File: src/rtl/rtu_frame_validate_dispatch_top_defines.svh
// ----------------------------------------------------------------------------
// RTU frame validate and dispatch: assertion macros
// Shared concurrent assertion macros. They expect clk and rst_n in scope.
// ----------------------------------------------------------------------------
`ifndef RTU_FRAME_VALIDATE_DISPATCH_TOP_DEFINES_SVH
`define RTU_FRAME_VALIDATE_DISPATCH_TOP_DEFINES_SVH

`ifndef SYNTHESIS

`define RFVD_ASSERT(lbl, prop, msg) \
  lbl: assert property (@(posedge clk) disable iff (!rst_n) prop) else $error(msg);

`define RFVD_ASSERT_NEXT(lbl, ante, cons, msg) \
  lbl: assert property (@(posedge clk) disable iff (!rst_n) (ante) |=> (cons)) else $error(msg);

`else

`define RFVD_ASSERT(lbl, prop, msg)

`define RFVD_ASSERT_NEXT(lbl, ante, cons, msg)

`endif

`endif

File: src/rtl/rfvd_pkg.sv
// ----------------------------------------------------------------------------
// RTU frame validate and dispatch: package
// Word types, status and action codes, and the CRC-16 byte update.
// ----------------------------------------------------------------------------
`default_nettype none

package rfvd_pkg;

  localparam int BUFFER_BYTES_DEF = 256;
  localparam int QUEUE_DEPTH      = 2;
  localparam int MIN_FRAME        = 6;
  localparam int CFG_INDEX_W      = 8;

  localparam logic [15:0] CRC_INIT = 16'hFFFF;
  localparam logic [15:0] CRC_POLY = 16'hA001;

  localparam logic [CFG_INDEX_W-1:0] REG_DEVICE_ID = 8'd0;
  localparam logic [CFG_INDEX_W-1:0] REG_CONFIG_ID = 8'd1;
  localparam logic [7:0] DEVICE_ID_RST = 8'd1;
  localparam logic [7:0] CONFIG_ID_RST = 8'd255;

  localparam logic MODE_BYTE = 1'b0;
  localparam logic MODE_EOF  = 1'b1;

  localparam logic KIND_STATUS = 1'b0;
  localparam logic KIND_TX     = 1'b1;

  localparam logic [2:0] ST_ACCEPTED   = 3'd0;
  localparam logic [2:0] ST_TOO_SHORT  = 3'd1;
  localparam logic [2:0] ST_CRC_ERR    = 3'd2;
  localparam logic [2:0] ST_NOT_ADDR   = 3'd3;
  localparam logic [2:0] ST_BAD_FUNC   = 3'd4;

  localparam logic [1:0] AK_OWN       = 2'd0;
  localparam logic [1:0] AK_BROADCAST = 2'd1;
  localparam logic [1:0] AK_CONFIG    = 2'd2;

  localparam logic [3:0] ACT_NONE         = 4'd0;
  localparam logic [3:0] ACT_READ_COILS   = 4'd1;
  localparam logic [3:0] ACT_WR_COIL      = 4'd2;
  localparam logic [3:0] ACT_WR_COILS     = 4'd3;
  localparam logic [3:0] ACT_READ_HOLD    = 4'd4;
  localparam logic [3:0] ACT_WR_HOLD      = 4'd5;
  localparam logic [3:0] ACT_WR_HOLDS     = 4'd6;
  localparam logic [3:0] ACT_READ_DISC    = 4'd7;
  localparam logic [3:0] ACT_READ_INPUT   = 4'd8;
  localparam logic [3:0] ACT_EXCEPTION    = 4'd9;
  localparam logic [3:0] ACT_CFG_READ     = 4'd10;
  localparam logic [3:0] ACT_CFG_WRITE    = 4'd11;

  localparam logic [7:0] FC_READ_COILS  = 8'd1;
  localparam logic [7:0] FC_READ_DISC   = 8'd2;
  localparam logic [7:0] FC_READ_HOLD   = 8'd3;
  localparam logic [7:0] FC_READ_INPUT  = 8'd4;
  localparam logic [7:0] FC_WR_COIL     = 8'd5;
  localparam logic [7:0] FC_WR_HOLD     = 8'd6;
  localparam logic [7:0] FC_WR_COILS    = 8'd15;
  localparam logic [7:0] FC_WR_HOLDS    = 8'd16;

  localparam logic [7:0] BROADCAST_ADDR = 8'h00;
  localparam logic [7:0] EXC_FLAG       = 8'h80;
  localparam logic [7:0] EXC_ILLEGAL_FC = 8'h01;

  typedef struct packed {
    logic       mode;
    logic [7:0] data_byte;
  } in_word_t;

  typedef struct packed {
    logic       kind;
    logic [2:0] status;
    logic [7:0] function_code;
    logic [1:0] address_kind;
    logic [3:0] action;
    logic [7:0] tx_byte;
    logic       last;
  } out_word_t;

  typedef struct packed {
    logic [2:0] status;
    logic [7:0] function_code;
    logic [1:0] address_kind;
    logic [3:0] action;
    logic       reply;
    logic [7:0] address;
  } frame_rec_t;

  typedef struct packed {
    logic full;
    logic empty;
  } queue_stat_t;

  function automatic logic [15:0] crc_feed(input logic [15:0] crc, input logic [7:0] b);
    logic [15:0] c;
    c = crc ^ {8'h00, b};
    for (int i = 0; i < 8; i++) begin
      c = c[0] ? ((c >> 1) ^ CRC_POLY) : (c >> 1);
    end
    return c;
  endfunction

endpackage

`default_nettype wire

File: src/rtl/rfvd_front.sv
// ----------------------------------------------------------------------------
// RTU frame validate and dispatch: front end
// Collects frame bytes, keeps the running CRC and classifies each frame end.
// ----------------------------------------------------------------------------
`default_nettype none

module rfvd_front #(
  parameter int BUFFER_BYTES = rfvd_pkg::BUFFER_BYTES_DEF
) (
  input  wire                                 clk,
  input  wire                                 rst_n,
  input  wire                                 in_valid,
  output logic                                in_stall,
  input  wire rfvd_pkg::in_word_t             in_data,
  input  wire                                 cfg_valid,
  output logic                                cfg_ready,
  input  wire [rfvd_pkg::CFG_INDEX_W-1:0]     cfg_index,
  input  wire [7:0]                           cfg_data,
  input  wire rfvd_pkg::queue_stat_t          q_stat,
  output logic                                push,
  output rfvd_pkg::frame_rec_t                push_rec
);

  localparam int CW = $clog2(BUFFER_BYTES + 1);
  localparam logic [CW-1:0] BUF_CNT = CW'(BUFFER_BYTES);
  localparam logic [CW-1:0] MIN_CNT = CW'(rfvd_pkg::MIN_FRAME);

  logic [7:0]    device_id_r, config_id_r;
  logic [15:0]   crc_r, crc_nxt;
  logic [CW-1:0] cnt_r, cnt_nxt;
  logic [7:0]    addr_r, func_r, older_r, newer_r;
  logic          take, take_byte, take_eof;
  logic [7:0]    fc;
  logic          is_cfg, is_bc, addr_ok, fc_bad, crc_ok;

  assign cfg_ready = 1'b1;
  assign in_stall  = q_stat.full;
  assign take      = in_valid && !in_stall;
  assign take_byte = take && (in_data.mode == rfvd_pkg::MODE_BYTE) && (cnt_r < BUF_CNT);
  assign take_eof  = take && (in_data.mode == rfvd_pkg::MODE_EOF);
  assign push      = take_eof && (cnt_r != '0);

  always_ff @(posedge clk) begin
    if (!rst_n) begin
      device_id_r <= rfvd_pkg::DEVICE_ID_RST;
      config_id_r <= rfvd_pkg::CONFIG_ID_RST;
    end else if (cfg_valid && cfg_ready) begin
      if (cfg_index == rfvd_pkg::REG_DEVICE_ID) device_id_r <= cfg_data;
      if (cfg_index == rfvd_pkg::REG_CONFIG_ID) config_id_r <= cfg_data;
    end
  end

  always_comb begin
    crc_nxt = crc_r;
    cnt_nxt = cnt_r;
    if (take_eof) begin
      crc_nxt = rfvd_pkg::CRC_INIT;
      cnt_nxt = '0;
    end else if (take_byte) begin
      if (cnt_r >= CW'(2)) crc_nxt = rfvd_pkg::crc_feed(crc_r, older_r);
      cnt_nxt = cnt_r + 1'b1;
    end
  end

  always_ff @(posedge clk) begin
    if (!rst_n) begin
      crc_r <= rfvd_pkg::CRC_INIT;
      cnt_r <= '0;
    end else begin
      crc_r <= crc_nxt;
      cnt_r <= cnt_nxt;
    end
  end

  always_ff @(posedge clk) begin
    if (take_byte) begin
      if (cnt_r == CW'(0)) addr_r <= in_data.data_byte;
      if (cnt_r == CW'(1)) func_r <= in_data.data_byte;
      older_r <= newer_r;
      newer_r <= in_data.data_byte;
    end
  end

  assign fc      = (cnt_r >= CW'(2)) ? func_r : 8'h00;
  assign crc_ok  = (crc_r == {newer_r, older_r});
  assign is_cfg  = (addr_r == config_id_r);
  assign is_bc   = (addr_r == rfvd_pkg::BROADCAST_ADDR);
  assign addr_ok = (addr_r == device_id_r) || is_bc || is_cfg;
  assign fc_bad  = (func_r == 8'h00) || func_r[7];

  always_comb begin
    push_rec               = '0;
    push_rec.function_code = fc;
    push_rec.address       = addr_r;
    push_rec.address_kind  = rfvd_pkg::AK_OWN;
    push_rec.action        = rfvd_pkg::ACT_NONE;
    push_rec.reply         = 1'b0;
    if (cnt_r < MIN_CNT) begin
      push_rec.status = rfvd_pkg::ST_TOO_SHORT;
    end else if (!crc_ok) begin
      push_rec.status = rfvd_pkg::ST_CRC_ERR;
    end else if (!addr_ok) begin
      push_rec.status = rfvd_pkg::ST_NOT_ADDR;
    end else if (fc_bad) begin
      push_rec.status = rfvd_pkg::ST_BAD_FUNC;
    end else begin
      push_rec.status = rfvd_pkg::ST_ACCEPTED;
      if (is_cfg) begin
        push_rec.address_kind = rfvd_pkg::AK_CONFIG;
        if (fc == rfvd_pkg::FC_READ_HOLD) begin
          push_rec.action = rfvd_pkg::ACT_CFG_READ;
        end else if (fc == rfvd_pkg::FC_WR_HOLDS) begin
          push_rec.action = rfvd_pkg::ACT_CFG_WRITE;
        end else begin
          push_rec.action = rfvd_pkg::ACT_EXCEPTION;
          push_rec.reply  = 1'b1;
        end
      end else begin
        push_rec.address_kind = is_bc ? rfvd_pkg::AK_BROADCAST : rfvd_pkg::AK_OWN;
        case (fc)
          rfvd_pkg::FC_READ_COILS: begin
            push_rec.action = is_bc ? rfvd_pkg::ACT_NONE : rfvd_pkg::ACT_READ_COILS;
          end
          rfvd_pkg::FC_WR_COIL:    push_rec.action = rfvd_pkg::ACT_WR_COIL;
          rfvd_pkg::FC_WR_COILS:   push_rec.action = rfvd_pkg::ACT_WR_COILS;
          rfvd_pkg::FC_READ_HOLD: begin
            push_rec.action = is_bc ? rfvd_pkg::ACT_NONE : rfvd_pkg::ACT_READ_HOLD;
          end
          rfvd_pkg::FC_WR_HOLD:    push_rec.action = rfvd_pkg::ACT_WR_HOLD;
          rfvd_pkg::FC_WR_HOLDS:   push_rec.action = rfvd_pkg::ACT_WR_HOLDS;
          rfvd_pkg::FC_READ_DISC: begin
            push_rec.action = is_bc ? rfvd_pkg::ACT_NONE : rfvd_pkg::ACT_READ_DISC;
          end
          rfvd_pkg::FC_READ_INPUT: begin
            push_rec.action = is_bc ? rfvd_pkg::ACT_NONE : rfvd_pkg::ACT_READ_INPUT;
          end
          default: begin
            push_rec.action = rfvd_pkg::ACT_EXCEPTION;
            push_rec.reply  = !is_bc;
          end
        endcase
      end
    end
  end

endmodule

`default_nettype wire

File: src/rtl/rfvd_queue.sv
// ----------------------------------------------------------------------------
// RTU frame validate and dispatch: frame queue
// Short FIFO of classified frame records between the front and back ends.
// ----------------------------------------------------------------------------
`default_nettype none

`include "rtu_frame_validate_dispatch_top_defines.svh"

module rfvd_queue (
  input  wire                        clk,
  input  wire                        rst_n,
  input  wire                        push,
  input  wire rfvd_pkg::frame_rec_t  push_rec,
  input  wire                        pop,
  output rfvd_pkg::frame_rec_t       pop_rec,
  output rfvd_pkg::queue_stat_t      q_stat
);

  localparam int DEPTH = rfvd_pkg::QUEUE_DEPTH;
  localparam int PW    = $clog2(DEPTH);
  localparam int CNTW  = $clog2(DEPTH + 1);

  rfvd_pkg::frame_rec_t entry_r [DEPTH];
  logic [PW-1:0]   wr_ptr_r, rd_ptr_r;
  logic [CNTW-1:0] cnt_r;

  assign q_stat.full  = (cnt_r == CNTW'(DEPTH));
  assign q_stat.empty = (cnt_r == '0);
  assign pop_rec      = entry_r[rd_ptr_r];

  always_ff @(posedge clk) begin
    if (push) entry_r[wr_ptr_r] <= push_rec;
  end

  always_ff @(posedge clk) begin
    if (!rst_n) begin
      wr_ptr_r <= '0;
      rd_ptr_r <= '0;
      cnt_r    <= '0;
    end else begin
      if (push) wr_ptr_r <= wr_ptr_r + 1'b1;
      if (pop)  rd_ptr_r <= rd_ptr_r + 1'b1;
      if (push && !pop) cnt_r <= cnt_r + 1'b1;
      else if (pop && !push) cnt_r <= cnt_r - 1'b1;
    end
  end

  `RFVD_ASSERT(a_no_overflow, push |-> !q_stat.full, "push into a full frame queue")
  `RFVD_ASSERT(a_no_underflow, pop |-> !q_stat.empty, "pop from an empty frame queue")
  `RFVD_ASSERT_NEXT(a_cnt_step, push && !pop, cnt_r == $past(cnt_r) + 1'b1, "queue count slip")

endmodule

`default_nettype wire

File: src/rtl/rfvd_back.sv
// ----------------------------------------------------------------------------
// RTU frame validate and dispatch: back end
// Emits the frame status word and, for exceptions that call for a reply, the five reply bytes.
// ----------------------------------------------------------------------------
`default_nettype none

`include "rtu_frame_validate_dispatch_top_defines.svh"

module rfvd_back (
  input  wire                         clk,
  input  wire                         rst_n,
  input  wire rfvd_pkg::queue_stat_t  q_stat,
  input  wire rfvd_pkg::frame_rec_t   pop_rec,
  output logic                        pop,
  output logic                        out_valid,
  input  wire                         out_stall,
  output rfvd_pkg::out_word_t         out_data
);

  localparam logic [2:0] BEAT_STATUS  = 3'd0;
  localparam logic [2:0] BEAT_ADDR    = 3'd1;
  localparam logic [2:0] BEAT_FUNC    = 3'd2;
  localparam logic [2:0] BEAT_CODE    = 3'd3;
  localparam logic [2:0] BEAT_CRC_LO  = 3'd4;
  localparam logic [2:0] BEAT_CRC_HI  = 3'd5;

  logic [2:0]  beat_r, beat_nxt;
  logic        out_valid_r, out_valid_nxt;
  rfvd_pkg::out_word_t out_data_r, out_data_nxt;
  logic [7:0]  ex_addr_r, ex_func_r;
  logic [15:0] crc_r, crc_nxt;
  logic [7:0]  feed_byte;
  logic        load;

  assign load      = !out_valid_r || !out_stall;
  assign pop       = load && (beat_r == BEAT_STATUS) && !q_stat.empty;
  assign out_valid = out_valid_r;
  assign out_data  = out_data_r;

  always_comb begin
    case (beat_r)
      BEAT_ADDR: feed_byte = ex_addr_r;
      BEAT_FUNC: feed_byte = ex_func_r;
      default:   feed_byte = rfvd_pkg::EXC_ILLEGAL_FC;
    endcase
  end

  always_comb begin
    beat_nxt      = beat_r;
    out_valid_nxt = out_valid_r && out_stall;
    out_data_nxt  = out_data_r;
    crc_nxt       = crc_r;
    if (load) begin
      out_data_nxt      = '0;
      out_data_nxt.kind = rfvd_pkg::KIND_TX;
      case (beat_r)
        BEAT_STATUS: begin
          if (!q_stat.empty) begin
            out_valid_nxt              = 1'b1;
            out_data_nxt.kind          = rfvd_pkg::KIND_STATUS;
            out_data_nxt.status        = pop_rec.status;
            out_data_nxt.function_code = pop_rec.function_code;
            out_data_nxt.address_kind  = pop_rec.address_kind;
            out_data_nxt.action        = pop_rec.action;
            out_data_nxt.last          = !pop_rec.reply;
            crc_nxt                    = rfvd_pkg::CRC_INIT;
            if (pop_rec.reply) beat_nxt = BEAT_ADDR;
          end
        end
        BEAT_ADDR, BEAT_FUNC, BEAT_CODE: begin
          out_valid_nxt        = 1'b1;
          out_data_nxt.tx_byte = feed_byte;
          crc_nxt              = rfvd_pkg::crc_feed(crc_r, feed_byte);
          beat_nxt             = beat_r + 3'd1;
        end
        BEAT_CRC_LO: begin
          out_valid_nxt        = 1'b1;
          out_data_nxt.tx_byte = crc_r[7:0];
          beat_nxt             = BEAT_CRC_HI;
        end
        BEAT_CRC_HI: begin
          out_valid_nxt        = 1'b1;
          out_data_nxt.tx_byte = crc_r[15:8];
          out_data_nxt.last    = 1'b1;
          beat_nxt             = BEAT_STATUS;
        end
        default: begin
          out_valid_nxt = 1'b0;
          beat_nxt      = BEAT_STATUS;
        end
      endcase
    end
  end

  always_ff @(posedge clk) begin
    if (!rst_n) begin
      beat_r      <= BEAT_STATUS;
      out_valid_r <= 1'b0;
    end else begin
      beat_r      <= beat_nxt;
      out_valid_r <= out_valid_nxt;
    end
  end

  always_ff @(posedge clk) begin
    out_data_r <= out_data_nxt;
    crc_r      <= crc_nxt;
    if (pop) begin
      ex_addr_r <= pop_rec.address;
      ex_func_r <= pop_rec.function_code | rfvd_pkg::EXC_FLAG;
    end
  end

  `RFVD_ASSERT(a_beat_range, beat_r <= BEAT_CRC_HI, "reply beat out of range")
  `RFVD_ASSERT(a_pop_idle, pop |-> (beat_r == BEAT_STATUS), "frame popped during a reply")
  `RFVD_ASSERT(a_status_last, (out_valid_r && out_data_r.kind == rfvd_pkg::KIND_STATUS) |-> (out_data_r.last == (beat_r == BEAT_STATUS)), "status last flag disagrees with reply")
  `RFVD_ASSERT(a_tx_last, (out_valid_r && out_data_r.kind == rfvd_pkg::KIND_TX) |-> (out_data_r.last == (beat_r == BEAT_STATUS)), "reply byte last flag misplaced")

endmodule

`default_nettype wire

File: src/rtl/rtu_frame_validate_dispatch_top.sv
// ----------------------------------------------------------------------------
// RTU frame validate and dispatch: top level
// Checks received RTU frames and dispatches a status word and any exception reply.
// ----------------------------------------------------------------------------
// Received bytes never produce a word. Input items, bytes and end of frame
// markers alike, are taken one per clock while the two-entry frame queue has
// room and are stalled while it is full. Each non-empty frame end yields one
// status word, or a status word followed by five exception reply bytes, sent
// from the output register at one word per cycle while out_stall is low; a
// frame that draws an exception reply holds the output side until its last
// reply byte. Configuration writes are always accepted (cfg_ready is high).
`default_nettype none

module rtu_frame_validate_dispatch_top #(
  parameter int BUFFER_BYTES = rfvd_pkg::BUFFER_BYTES_DEF
) (
  input  wire                             clk,
  input  wire                             rst_n,
  input  wire                             in_valid,
  output logic                            in_stall,
  input  wire rfvd_pkg::in_word_t         in_data,
  output logic                            out_valid,
  input  wire                             out_stall,
  output rfvd_pkg::out_word_t             out_data,
  input  wire                             cfg_valid,
  output logic                            cfg_ready,
  input  wire [rfvd_pkg::CFG_INDEX_W-1:0] cfg_index,
  input  wire [7:0]                       cfg_data
);

  rfvd_pkg::queue_stat_t q_stat;
  rfvd_pkg::frame_rec_t  push_rec, pop_rec;
  logic                  push, pop;

  rfvd_front #(
    .BUFFER_BYTES(BUFFER_BYTES)
  ) u_front (
    .clk       (clk),
    .rst_n     (rst_n),
    .in_valid  (in_valid),
    .in_stall  (in_stall),
    .in_data   (in_data),
    .cfg_valid (cfg_valid),
    .cfg_ready (cfg_ready),
    .cfg_index (cfg_index),
    .cfg_data  (cfg_data),
    .q_stat    (q_stat),
    .push      (push),
    .push_rec  (push_rec)
  );

  rfvd_queue u_queue (
    .clk      (clk),
    .rst_n    (rst_n),
    .push     (push),
    .push_rec (push_rec),
    .pop      (pop),
    .pop_rec  (pop_rec),
    .q_stat   (q_stat)
  );

  rfvd_back u_back (
    .clk       (clk),
    .rst_n     (rst_n),
    .q_stat    (q_stat),
    .pop_rec   (pop_rec),
    .pop       (pop),
    .out_valid (out_valid),
    .out_stall (out_stall),
    .out_data  (out_data)
  );

endmodule

`default_nettype wire
File: config.mk
export PLATFORM = sky130hd
export DESIGN_NAME = rtu_frame_validate_dispatch_top
export DESIGN_NICKNAME = d
export VERILOG_FILES = /design/src/rtl/rfvd_pkg.sv /design/src/rtl/rfvd_front.sv /design/src/rtl/rfvd_queue.sv /design/src/rtl/rfvd_back.sv /design/src/rtl/rtu_frame_validate_dispatch_top.sv
export VERILOG_INCLUDE_DIRS = /design/src /design/src/rtl
export SDC_FILE = /design/constraint.sdc
export NUM_CORES = 1
export LEC_CHECK = 0
export ABC_AREA = 0
export BUFFER_PORTS_ARGS = -buffer_cell sky130_fd_sc_hd__buf_2
export CORE_UTILIZATION = 29
export DETAILED_ROUTE_END_ITERATION = 6
export GPL_ROUTABILITY_DRIVEN = 1
export MAX_ROUTING_LAYER = met4
export SLEW_MARGIN = 20
export SYNTH_ARGS = -nofsm -noshare
export SYNTH_HDL_FRONTEND = slang
export SYNTH_SLANG_ARGS = --single-unit
export TNS_END_PERCENT = 20
File: constraint.sdc
create_clock -name clk -period 5.3 [get_ports clk]
set_input_delay 1.06 -clock clk [delete_from_list [all_inputs] [get_ports clk]]
set_output_delay 1.06 -clock clk [all_outputs]
set_load 0.02 [all_outputs]
### Word-level counts from Yosys, hierarchy flattened

Memories as Yosys holds them, arrays and structs flattened. A register that Yosys moved wholly into a read port is not among the register bits.
Cells that the tools add are included.

* add/subtract/negate cells: 6
* multiply operators: 0
* div/mod/pow operators: 0
* $lt $le $gt $ge: 3
* equality and inequality tests: 21
* shifts and indexed selects: 0
* muxes and demuxes: 56
* bitwise gates (word level): 21
* reductions and logical operators: 43

Operators by type and width (number)
* 16-bit 2-to-1 mux: 17
* 2-bit NOT with 3-bit output: 16
* 7-bit 2-to-1 mux: 5
* 16-bit case mux with 2 select lines: 1
* 4-bit case mux with 8 select lines: 1
* 16-bit by 8-bit bitwise XOR with 16-bit output: 2
* 8-bit by 3-bit equality test with 1-bit output (second input constant): 3
* 8-bit logical NOT: 3
* 3-bit 2-to-1 mux: 8
* 8-bit case mux with 3 select lines: 1
* 18-bit 2-to-1 mux: 1
* 16-bit equality test: 1
* 8-bit by 1-bit equality test with 1-bit output (second input constant): 2
* 8-bit by 2-bit equality test with 1-bit output (second input constant): 2
* 8-bit equality test: 2
* 8-bit case mux with 2 select lines: 1
* 1-bit 2-to-1 mux: 12
* 1-bit logical AND: 10
* 2-bit AND reduction: 5
* 9-bit by 1-bit adder with 9-bit output (second input constant): 1
* 9-bit by 1-bit equality test with 1-bit output (second input constant): 1
* 9-bit by 2-bit greater-or-equal comparator with 1-bit output (second input constant): 1
* 9-bit logical NOT: 1
* 9-bit by 3-bit less-than comparator with 1-bit output (second input constant): 1
* 30 further kinds: 52

* flip-flop bits (word level): 139
* latch bits: 0
* RAM bits: 52
* memory bits (read-only): 0
* input bits: 30
* output and inout bits: 30
* word-level logic and storage cells: 174
* memories: 1

Memory list
* u_queue.entry_r: depth 2, width 26, read ports 1, clocked after Yosys merged registers in 1, wr ports 1, line rfvd_queue.sv:23 `rfvd_pkg::frame_rec_t entry_r [DEPTH];`

### Depth between registers and ports, before layout

Gate-level depths: netlist (run 1).

* depth in word-level cells: 20
* depth in mapped cells: 12
* mapped depth without buffers: 11

### Cells and area by module

Synthesis (run 1) repeated with hierarchy kept, for this count alone.

* cells, all modules: 644
* area total of the unflattened synthesis: 8546.9 um^2

Modules (own cells, without submodules)
* rfvd_front: instances 1, cells each 343, area each 3639.7 um^2
* rfvd_back: instances 1, cells each 198, area each 2813.9 um^2
* rfvd_queue: instances 1, cells each 103, area each 2093.3 um^2

### Least setup slack after synthesis (run 1)

Ideal clock, no wire load.

* path type: input -> register
* start point: input port in_data[8] (netlist name)
* end point: memory u_queue.entry_r[0][0] (netlist name) (enable)
* library setup time: 0.412 ns
* data arrival time: 2.627 ns
* path slack: 2.261 ns
* cell stages on the path: 3
* buffers on the path: 0
* path through: nand3_1 -> a21oi_1 -> nor2b_1

* word-level cells in the longest chain between the ends: 4

Ends and longest elaborated chain
* from (decl): line rtu_frame_validate_dispatch_top.sv:21 `input wire rfvd_pkg::in_word_t in_data,`
* 1-bit logical AND: line rfvd_front.sv:40 `assign take_eof = take && (in_data.mode == rfvd_pkg::MODE_EOF);`
* 1-bit logical AND: line rfvd_front.sv:41 `assign push = take_eof && (cnt_r != '0);`
* net push: line rtu_frame_validate_dispatch_top.sv:33 `logic push, pop;`
* 1-bit 2-to-1 mux: line rfvd_queue.sv:32 `if (push) entry_r[wr_ptr_r] <= push_rec;`
* 1-bit 2-to-1 mux (implied by the code): line rfvd_queue.sv:32
* to (decl): line rfvd_queue.sv:23

The timed path passes the listed nets, and every way through them passes these cells.

### Worst setup path in the final report (run 1)

* start point: register u_back.beat_r[2]
* end point: register u_queue.cnt_r[1]

* word-level cells in the longest chain between the ends: 6
* elaborated cells between the ends (all ways): 8

Ends and longest elaborated chain
* from (decl): line rfvd_back.sv:27 `logic [2:0] beat_r, beat_nxt;`
* from (signal assigned): line rfvd_back.sv:100 `beat_r <= beat_nxt;`
* 3-bit logical NOT *: line rfvd_back.sv:36 `assign pop = load && (beat_r == BEAT_STATUS) && !q_stat.empty;`
* 1-bit logical AND * (2 in a row): line rfvd_back.sv:36
* net pop: line rtu_frame_validate_dispatch_top.sv:33
* 1-bit logical NOT: line rfvd_queue.sv:43 `if (push && !pop) cnt_r <= cnt_r + 1'b1;`
* 1-bit logical AND: line rfvd_queue.sv:43
* 2-bit 2-to-1 mux or 2-bit nonzero test (tied branches)
* to (signal assigned): line rfvd_queue.sv:43
* to (signal assigned): line rfvd_queue.sv:44 `else if (pop && !push) cnt_r <= cnt_r - 1'b1;`
* to (decl): line rfvd_queue.sv:25 `logic [CNTW-1:0] cnt_r;`

Mark *: on every way through the listed nets, which the timed path passes. The rest lies on a longest branch.
A chain may end at the register's enable or synchronous reset.

==> key figures, run 1 <==
Drt
  • Iteration-0 DRC Markers: 356
  • DR top layer: met4
  • WL met3: 838 um
  • Final wirelength: 16800 um
  • Length of routed met2 wiring: 7670 um
  • Via density: 4.59
  • DRC: 0
  • Drt first pass iters: 5
  • Antenna viol nets, final: 0
  • Via count: 5033
  • DR WL/cell: 15.3 um
  • Met1 wire length: 7970 um

Synthesis
  • Yosys warns: 0
  • Synthesized instance count: 644
  • Main synth FF type: edfxtp_1
  • Synth Net Count: 684
  • Synth area leaders: edfxtp_1, dfxtp_1, xnor2_1
  • XOR/XNOR share of the synthesized area: 9.03%
  • Multiplexer share of the synthesized area: 5.42%
  • Seq cells post-synth: 192
  • Area fraction of the dominant cell type after synthesis: 51.5%
  • Synth async-reset ratio: 0%
  • Largest area contributor in the netlist: edfxtp_1
  • Post-synth EDFFs: 142
  • Largest family of logic cells by synthesized area: simple AND/OR/NAND/NOR gates
  • Simple-Gate Fraction of Synth Area: 11.6%
  • Post-synthesis compound-gate area fraction: 6.77%
  • Sequential fraction of the synthesis area: 63.5%
  • Cell Area, Synth: 8290 um^2
  • Adder-cell share of the synthesized area: 1.51%
  • Cell variety after synth: 53
  • Avg Synthesized Cell Area: 12.9 um^2

Power
  • Peak supply drop: 0.000156 V
  • Pleak: 3.38 nW
  • Power density over the cells: 440 nW/um^2

Worst setup path
  • Critical R2R Launch: u_back.beat_r[2]
  • Most used cell, CP: inv_1
  • Critical path launch point: u_back.beat_r[2]
  • Slowest Stage Delay on Critical Path: 0.73 ns
  • Worst-path fanout max: 20
  • Slowest cell on crit path: dfxtp_1
  • Crit path cell chain: inv_1 -> nand2_1 -> nor2_1 -> inv_1 -> nor2_1 -> buf_4 -> inv_1 -> ha_1 -> or3_1 -> a21oi_1
  • Critical Path Sink Type: flop
  • Crit path DAT: 3.57 ns
  • WS Path Type: flop to flop
  • CP startpoint kind: flop
  • CP required: 5.65 ns

Placed design
  • RePlAce Congestion: 0.841
  • Buffers on Ports: 58
  • Dpl hpwl: 11700 um

Clock network
  • Cts bufs inserted: 17
  • H-Tree Depth: 4
  • Clock Latency Late Sink: 0.44 ns
  • Post-CTS Hold Buffers: 0
  • TritonCTS clock tree: done
  • Clock Sinks: 192
  • CTS resizes: 0
  • Setup Fix Bufs, Post-CTS: 0
  • Clk root buf: clkbuf_16
  • Clk pin slew, worst setup/hold paths: 0.08 ns
  • CTS max path bufs: 2

STA
  • Worst-Margin Slew: 0.939 ns
  • Max-slew violations: 0
  • Setup TNS: 0 ns
  • Endpoints failing hold: 0
  • RSZ-0062 raised after global routing: no
  • Fmax: 310 MHz
  • Rel. slew slack: 37.2%
  • Fin crit share: 60.8%
  • Setup violators final: 0
  • Final critical-path required period: 3.22 ns
  • Clock skew: 0.0211 ns
  • Hold_ws: 0.478 ns

Floorplan
  • Rows: 61
  • Initial Utilization: 29.7%
  • Core Area: 27900 um^2
  • Die Wd: 171 um
  • Die height: 171 um
  • IO Pins: 60
  • Die area: 29300 um^2

Finish
  • Layout overhead on the synthesized area: 15.9%
  • Fillers: 2794
  • Share of post-route cells with drive strength above 1: 17.8%
  • Diode count: 0
  • Most common cell after layout, fill and taps aside: edfxtp_1
  • Commonest cells after routing, fill and taps aside: edfxtp_1, nand2_1, buf_2, nor2_1, dfxtp_1
  • Layout Nets: 746

GRT
  • GR Overflow Total: 0
  • Vias in the first global route: 4954
  • All-layer global routing usage: 12.4%
  • Largest net degree at the start of global routing: 32
  • Initial antenna violation count: 0
  • First-pass GRT wire length: 26500 um

Run
  • MaxCap Viol Count: 0

Worst hold path
  • Hold/Removal Path Class: flop to flop
  • Hold path start: u_front.newer_r[7]

Run status
  • Outcome: finished, final reports clean
[worst max-delay path: cells and delay by family, from the launching register on]
family | cells | cell delay [ns]
flip-flops | 1 | 0.73
buffers and inverters | 4 | 1.24
AND/OR/NAND/NOR | 4 | 0.78
AO/OA/AOI/OAI | 1 | 0.15
adder cells (fa/ha/maj) | 1 | 0.24
[per-layer routing]
layer  global-route usage [%]  up-vias
li1                         -     2474
met1                     16.2     2403
met2                     18.7      140
met3                     2.68       16
met4                     5.01        0
met5                        -        -
[power breakdown]
part / total [mW] / internal, mW / switching, mW
Sequential: 1.98 / 1.88 / 0.101
Clock: 1.28 / 0.673 / 0.610
Combinational: 0.957 / 0.398 / 0.559
[cell families after synthesis]
group                    Yosys count
AO/OA/AOI/OAI                     82
XOR/XNOR                          77
adder cells (fa/ha/maj)           10
buffers and inverters             40
flip-flops                       192
multiplexers                      43
other                              1
AND/OR/NAND/NOR                  199
[flip-flops by register name, summed over array words and instances, names as in the netlist, named ones only]
name	cells
u_queue.entry_r	52
u_back.out_data	27
u_back.crc_r	16
u_front.crc_r	16
u_front.cnt_r	9
u_back.ex_addr_r	8
u_front.addr_r	8
u_front.config_id_r	8
u_front.device_id_r	8
u_front.func_r	8
u_front.newer_r	8
u_front.older_r	8
u_back.ex_func_r	7
u_back.beat_r	3
u_queue.cnt_r	2
u_back.out_valid	1
u_queue.rd_ptr_r	1
u_queue.wr_ptr_r	1
[final timing paths]
path / slack (ns) / cells after the start / endpoint
min: 0.48 / 0 / u_front.older_r[7]
max: 2.08 / 10 / u_queue.cnt_r[1]
max reg2reg: 2.08 / 10 / u_queue.cnt_r[1]
min reg2reg: 0.48 / 0 / u_front.older_r[7]
[metrics by stage]
stage / power (mW) / setup WS, ns / std cells / utilization [%] / instance area, um^2
floorplan: 2.72 / 2.26 / 644 / - / 8290
global placement: 2.98 / 2.06 / 1065 / 32.3 / 9010
detailed placement: 2.98 / 2.02 / 1065 / 32.3 / 9010
CTS: 4.27 / 2.07 / 1097 / 34.4 / 9600
global route: 4.43 / 1.81 / 1097 / 34.4 / 9600
finish: 4.22 / 2.08 / 1097 / 34.4 / 9600
[cells in the mapped netlist, drive strengths merged, types with 2 or more instances]
master and instances:
or3 5, nand2 58, and2 10, o21ai 13, a22o 2, nor4 10, nand2b 6, a211oi 7
a21oi 21, a32oi 2, nor3b 2, o211ai 10, ha 10, edfxtp 142, xor2 28, a31oi 6
xnor3 2, mux2 15, inv 15, mux2i 28, a22oi 6, buf 11, nand3 16, clkbuf 13
nor2b 10, dfxtp 50, xnor2 46, nand4 10, a221oi 8, nor3 14, o41ai 2, nor2 54
[area by class of cell]
| type | instances | area (um^2) | share of cell area (%) |
|---|---|---|---|
| Sequential cell | 192 | 5270 | 54.8 |
| Clock buffer | 17 | 425 | 4.43 |
| Tap cell | 378 | 473 | 4.93 |
| Inverter | 16 | 60.1 | 0.625 |
| Multi-Input combinational cell | 412 | 2860 | 29.8 |
| Timing Repair Buffer | 67 | 358 | 3.73 |
| Clock inverter | 15 | 160 | 1.67 |
No activity file was read; power rests on OpenSTA's default activity.
==> run 2: changes to the inputs <==
==> constraint.sdc (replaced) <==
create_clock -name clk -period 2.85 [get_ports clk]
set_input_delay 0.57 -clock clk [delete_from_list [all_inputs] [get_ports clk]]
set_output_delay 0.57 -clock clk [all_outputs]
set_load 0.02 [all_outputs]
==> key figures, run 2 (synthesized netlist as in run 1, its figures left out) <==
STA
  • Rel. slew slack: 40.9%
  • Max-slew violations: 0
  • Final critical-path required period: 2.60 ns
  • Setup TNS: 0 ns
  • Post-route worst setup slack: 0.254 ns
  • Endpoints failing hold: 0
  • Clock skew: 0.0160 ns
  • RSZ-0062 raised after global routing: no
  • Fmax: 385 MHz
  • Worst-Margin Slew: 0.886 ns
  • Setup violators final: 0
  • Fin crit share: 91.1%

Finish
  • Design Area, Final: 9750 um^2
  • Share of post-route cells with drive strength above 1: 19.1%
  • Diode count: 0
  • Layout overhead on the synthesized area: 17.7%
  • Most common cell after layout, fill and taps aside: edfxtp_1
  • Core Util, Final: 34.9%
  • Reg with most FFs: u_queue.entry_r
  • Largest register FFs: 52
  • Commonest cells after routing, fill and taps aside: edfxtp_1, nand2_1, buf_2, nor2_1, dfxtp_1
  • Layout Nets: 759

Clock network
  • Setup Fix Bufs, Post-CTS: 0
  • TritonCTS clock tree: done
  • Clk pin slew, worst setup/hold paths: 0.08 ns
  • CTS max path bufs: 2
  • Cts bufs inserted: 17
  • Clk root buf: clkbuf_16
  • CTS resizes: 0
  • H-Tree Depth: 4
  • Post-CTS Hold Buffers: 0
  • Clock Latency Late Sink: 0.44 ns
  • Clock Sinks: 192

Floorplan
  • Rows: 61
  • Die area: 29300 um^2
  • IO Pins: 60
  • Die height: 171 um
  • Initial Utilization: 29.7%
  • Core Area: 27900 um^2
  • Die Wd: 171 um

GRT
  • First-pass GRT wire length: 26000 um
  • GR Overflow Total: 0
  • All-layer global routing usage: 12.2%
  • Largest net degree at the start of global routing: 28
  • Vias in the first global route: 4807
  • Initial antenna violation count: 0

Worst setup path
  • Critical Path Sink Type: flop
  • Worst-path fanout max: 10
  • Worst r2r dst: u_back.crc_r[0]
  • WS Path Type: flop to flop
  • Crit path DAT: 2.79 ns
  • Crit path capture: u_back.crc_r[0]
  • CP startpoint kind: flop
  • R2R depth: 9
  • CP required: 3.05 ns
  • Critical R2R Launch: u_back.beat_r[1]
  • Reg2Reg Setup Slack: 0.25 ns
  • Critical path launch point: u_back.beat_r[1]

Drt
  • DR WL/cell: 14.8 um
  • DRC: 0
  • Drt first pass iters: 5
  • Via count: 4998
  • Iteration-0 DRC Markers: 333
  • Via density: 4.50
  • Antenna viol nets, final: 0
  • Final wirelength: 16500 um

Power
  • Peak supply drop: 0.000317 V
  • Power density over the cells: 826 nW/um^2
  • Pleak: 3.47 nW

Placed design
  • Pre-CTS setup slack: 0.221 ns
  • Placed inst area: 9110 um^2
  • RePlAce Congestion: 0.868
  • Buffers on Ports: 58
  • Dpl hpwl: 12000 um

Run
  • MaxCap Viol Count: 0

Worst hold path
  • Hold path cells: 1
  • Hold/Removal Path Class: primary input to flop

Run status
  • Outcome: finished, final reports clean
## run 2: changes by cell type in the layout (fill, tap and decap cells not counted), sizes merged
| cell | before | now |
|---|---|---|
| clkinv | 4 | 5 |
| buf | 67 | 80 |
| bufinv | 1 | 3 |
| inv | 25 | 22 |
## run 2: layout make-up
type | count | area, um^2
clock inverter | 15 | 216
clock buffer | 17 | 425
tap | 378 | 473
multi-input combinational | 412 | 2860
sequential | 192 | 5270
timing repair buffer | 80 | 455
inverter | 16 | 60.1
fill | 2800 | 18200
## run 2: power breakdown
group | switching [mW] | internal, mW | total, mW
logic | 1.04 | 0.767 | 1.80
registers | 0.207 | 3.50 | 3.71
clock network | 1.12 | 1.43 | 2.55
total | 2.36 | 5.70 | 8.06
## run 2: critical path, cell delays in order (launching register included)
cell and delay, ns:
dfxtp_1 0.37, inv_1 0.07, ha_1 0.32, a22oi_1 0.24, nor2_1 0.08, xnor2_1 0.28
xnor2_1 0.22, xor3_2 0.45, xnor3_1 0.29, nand2_1 0.05
## run 2: layer usage
| metal | vias to the layer above | wire length [um] | track usage (%) |
|---|---|---|---|
| met5 | - | 0 | - |
| met4 | 0 | 195 | 4.15 |
| met3 | 16 | 637 | 2.73 |
| met2 | 105 | 7590 | 18.3 |
| met1 | 2377 | 8060 | 16.1 |
| li1 | 2500 | - | - |
## run 2: per-stage QoR
step,cells,power [mW],hold WS (ns)
detailed placement,1078,5.61,0.463
finish,1110,8.06,0.359
global route,1110,8.47,0.348
CTS,1110,8.17,0.343
global placement,1078,5.60,0.457
floorplan,644,5.07,0.447
## run 2: how the worst min path moves through the flow
stage | to | startpoint | slack [ns]
finish | u_front.newer_r[5] | in_data[5] | 0.36
CTS | u_front.newer_r[5] | in_data[5] | 0.34
global route | u_front.newer_r[5] | in_data[5] | 0.35
detailed placement | u_front.older_r[0] | u_front.newer_r[0] | 0.46
floorplan | u_front.older_r[1] | u_front.newer_r[1] | 0.45
global placement | u_front.older_r[1] | u_front.newer_r[1] | 0.46
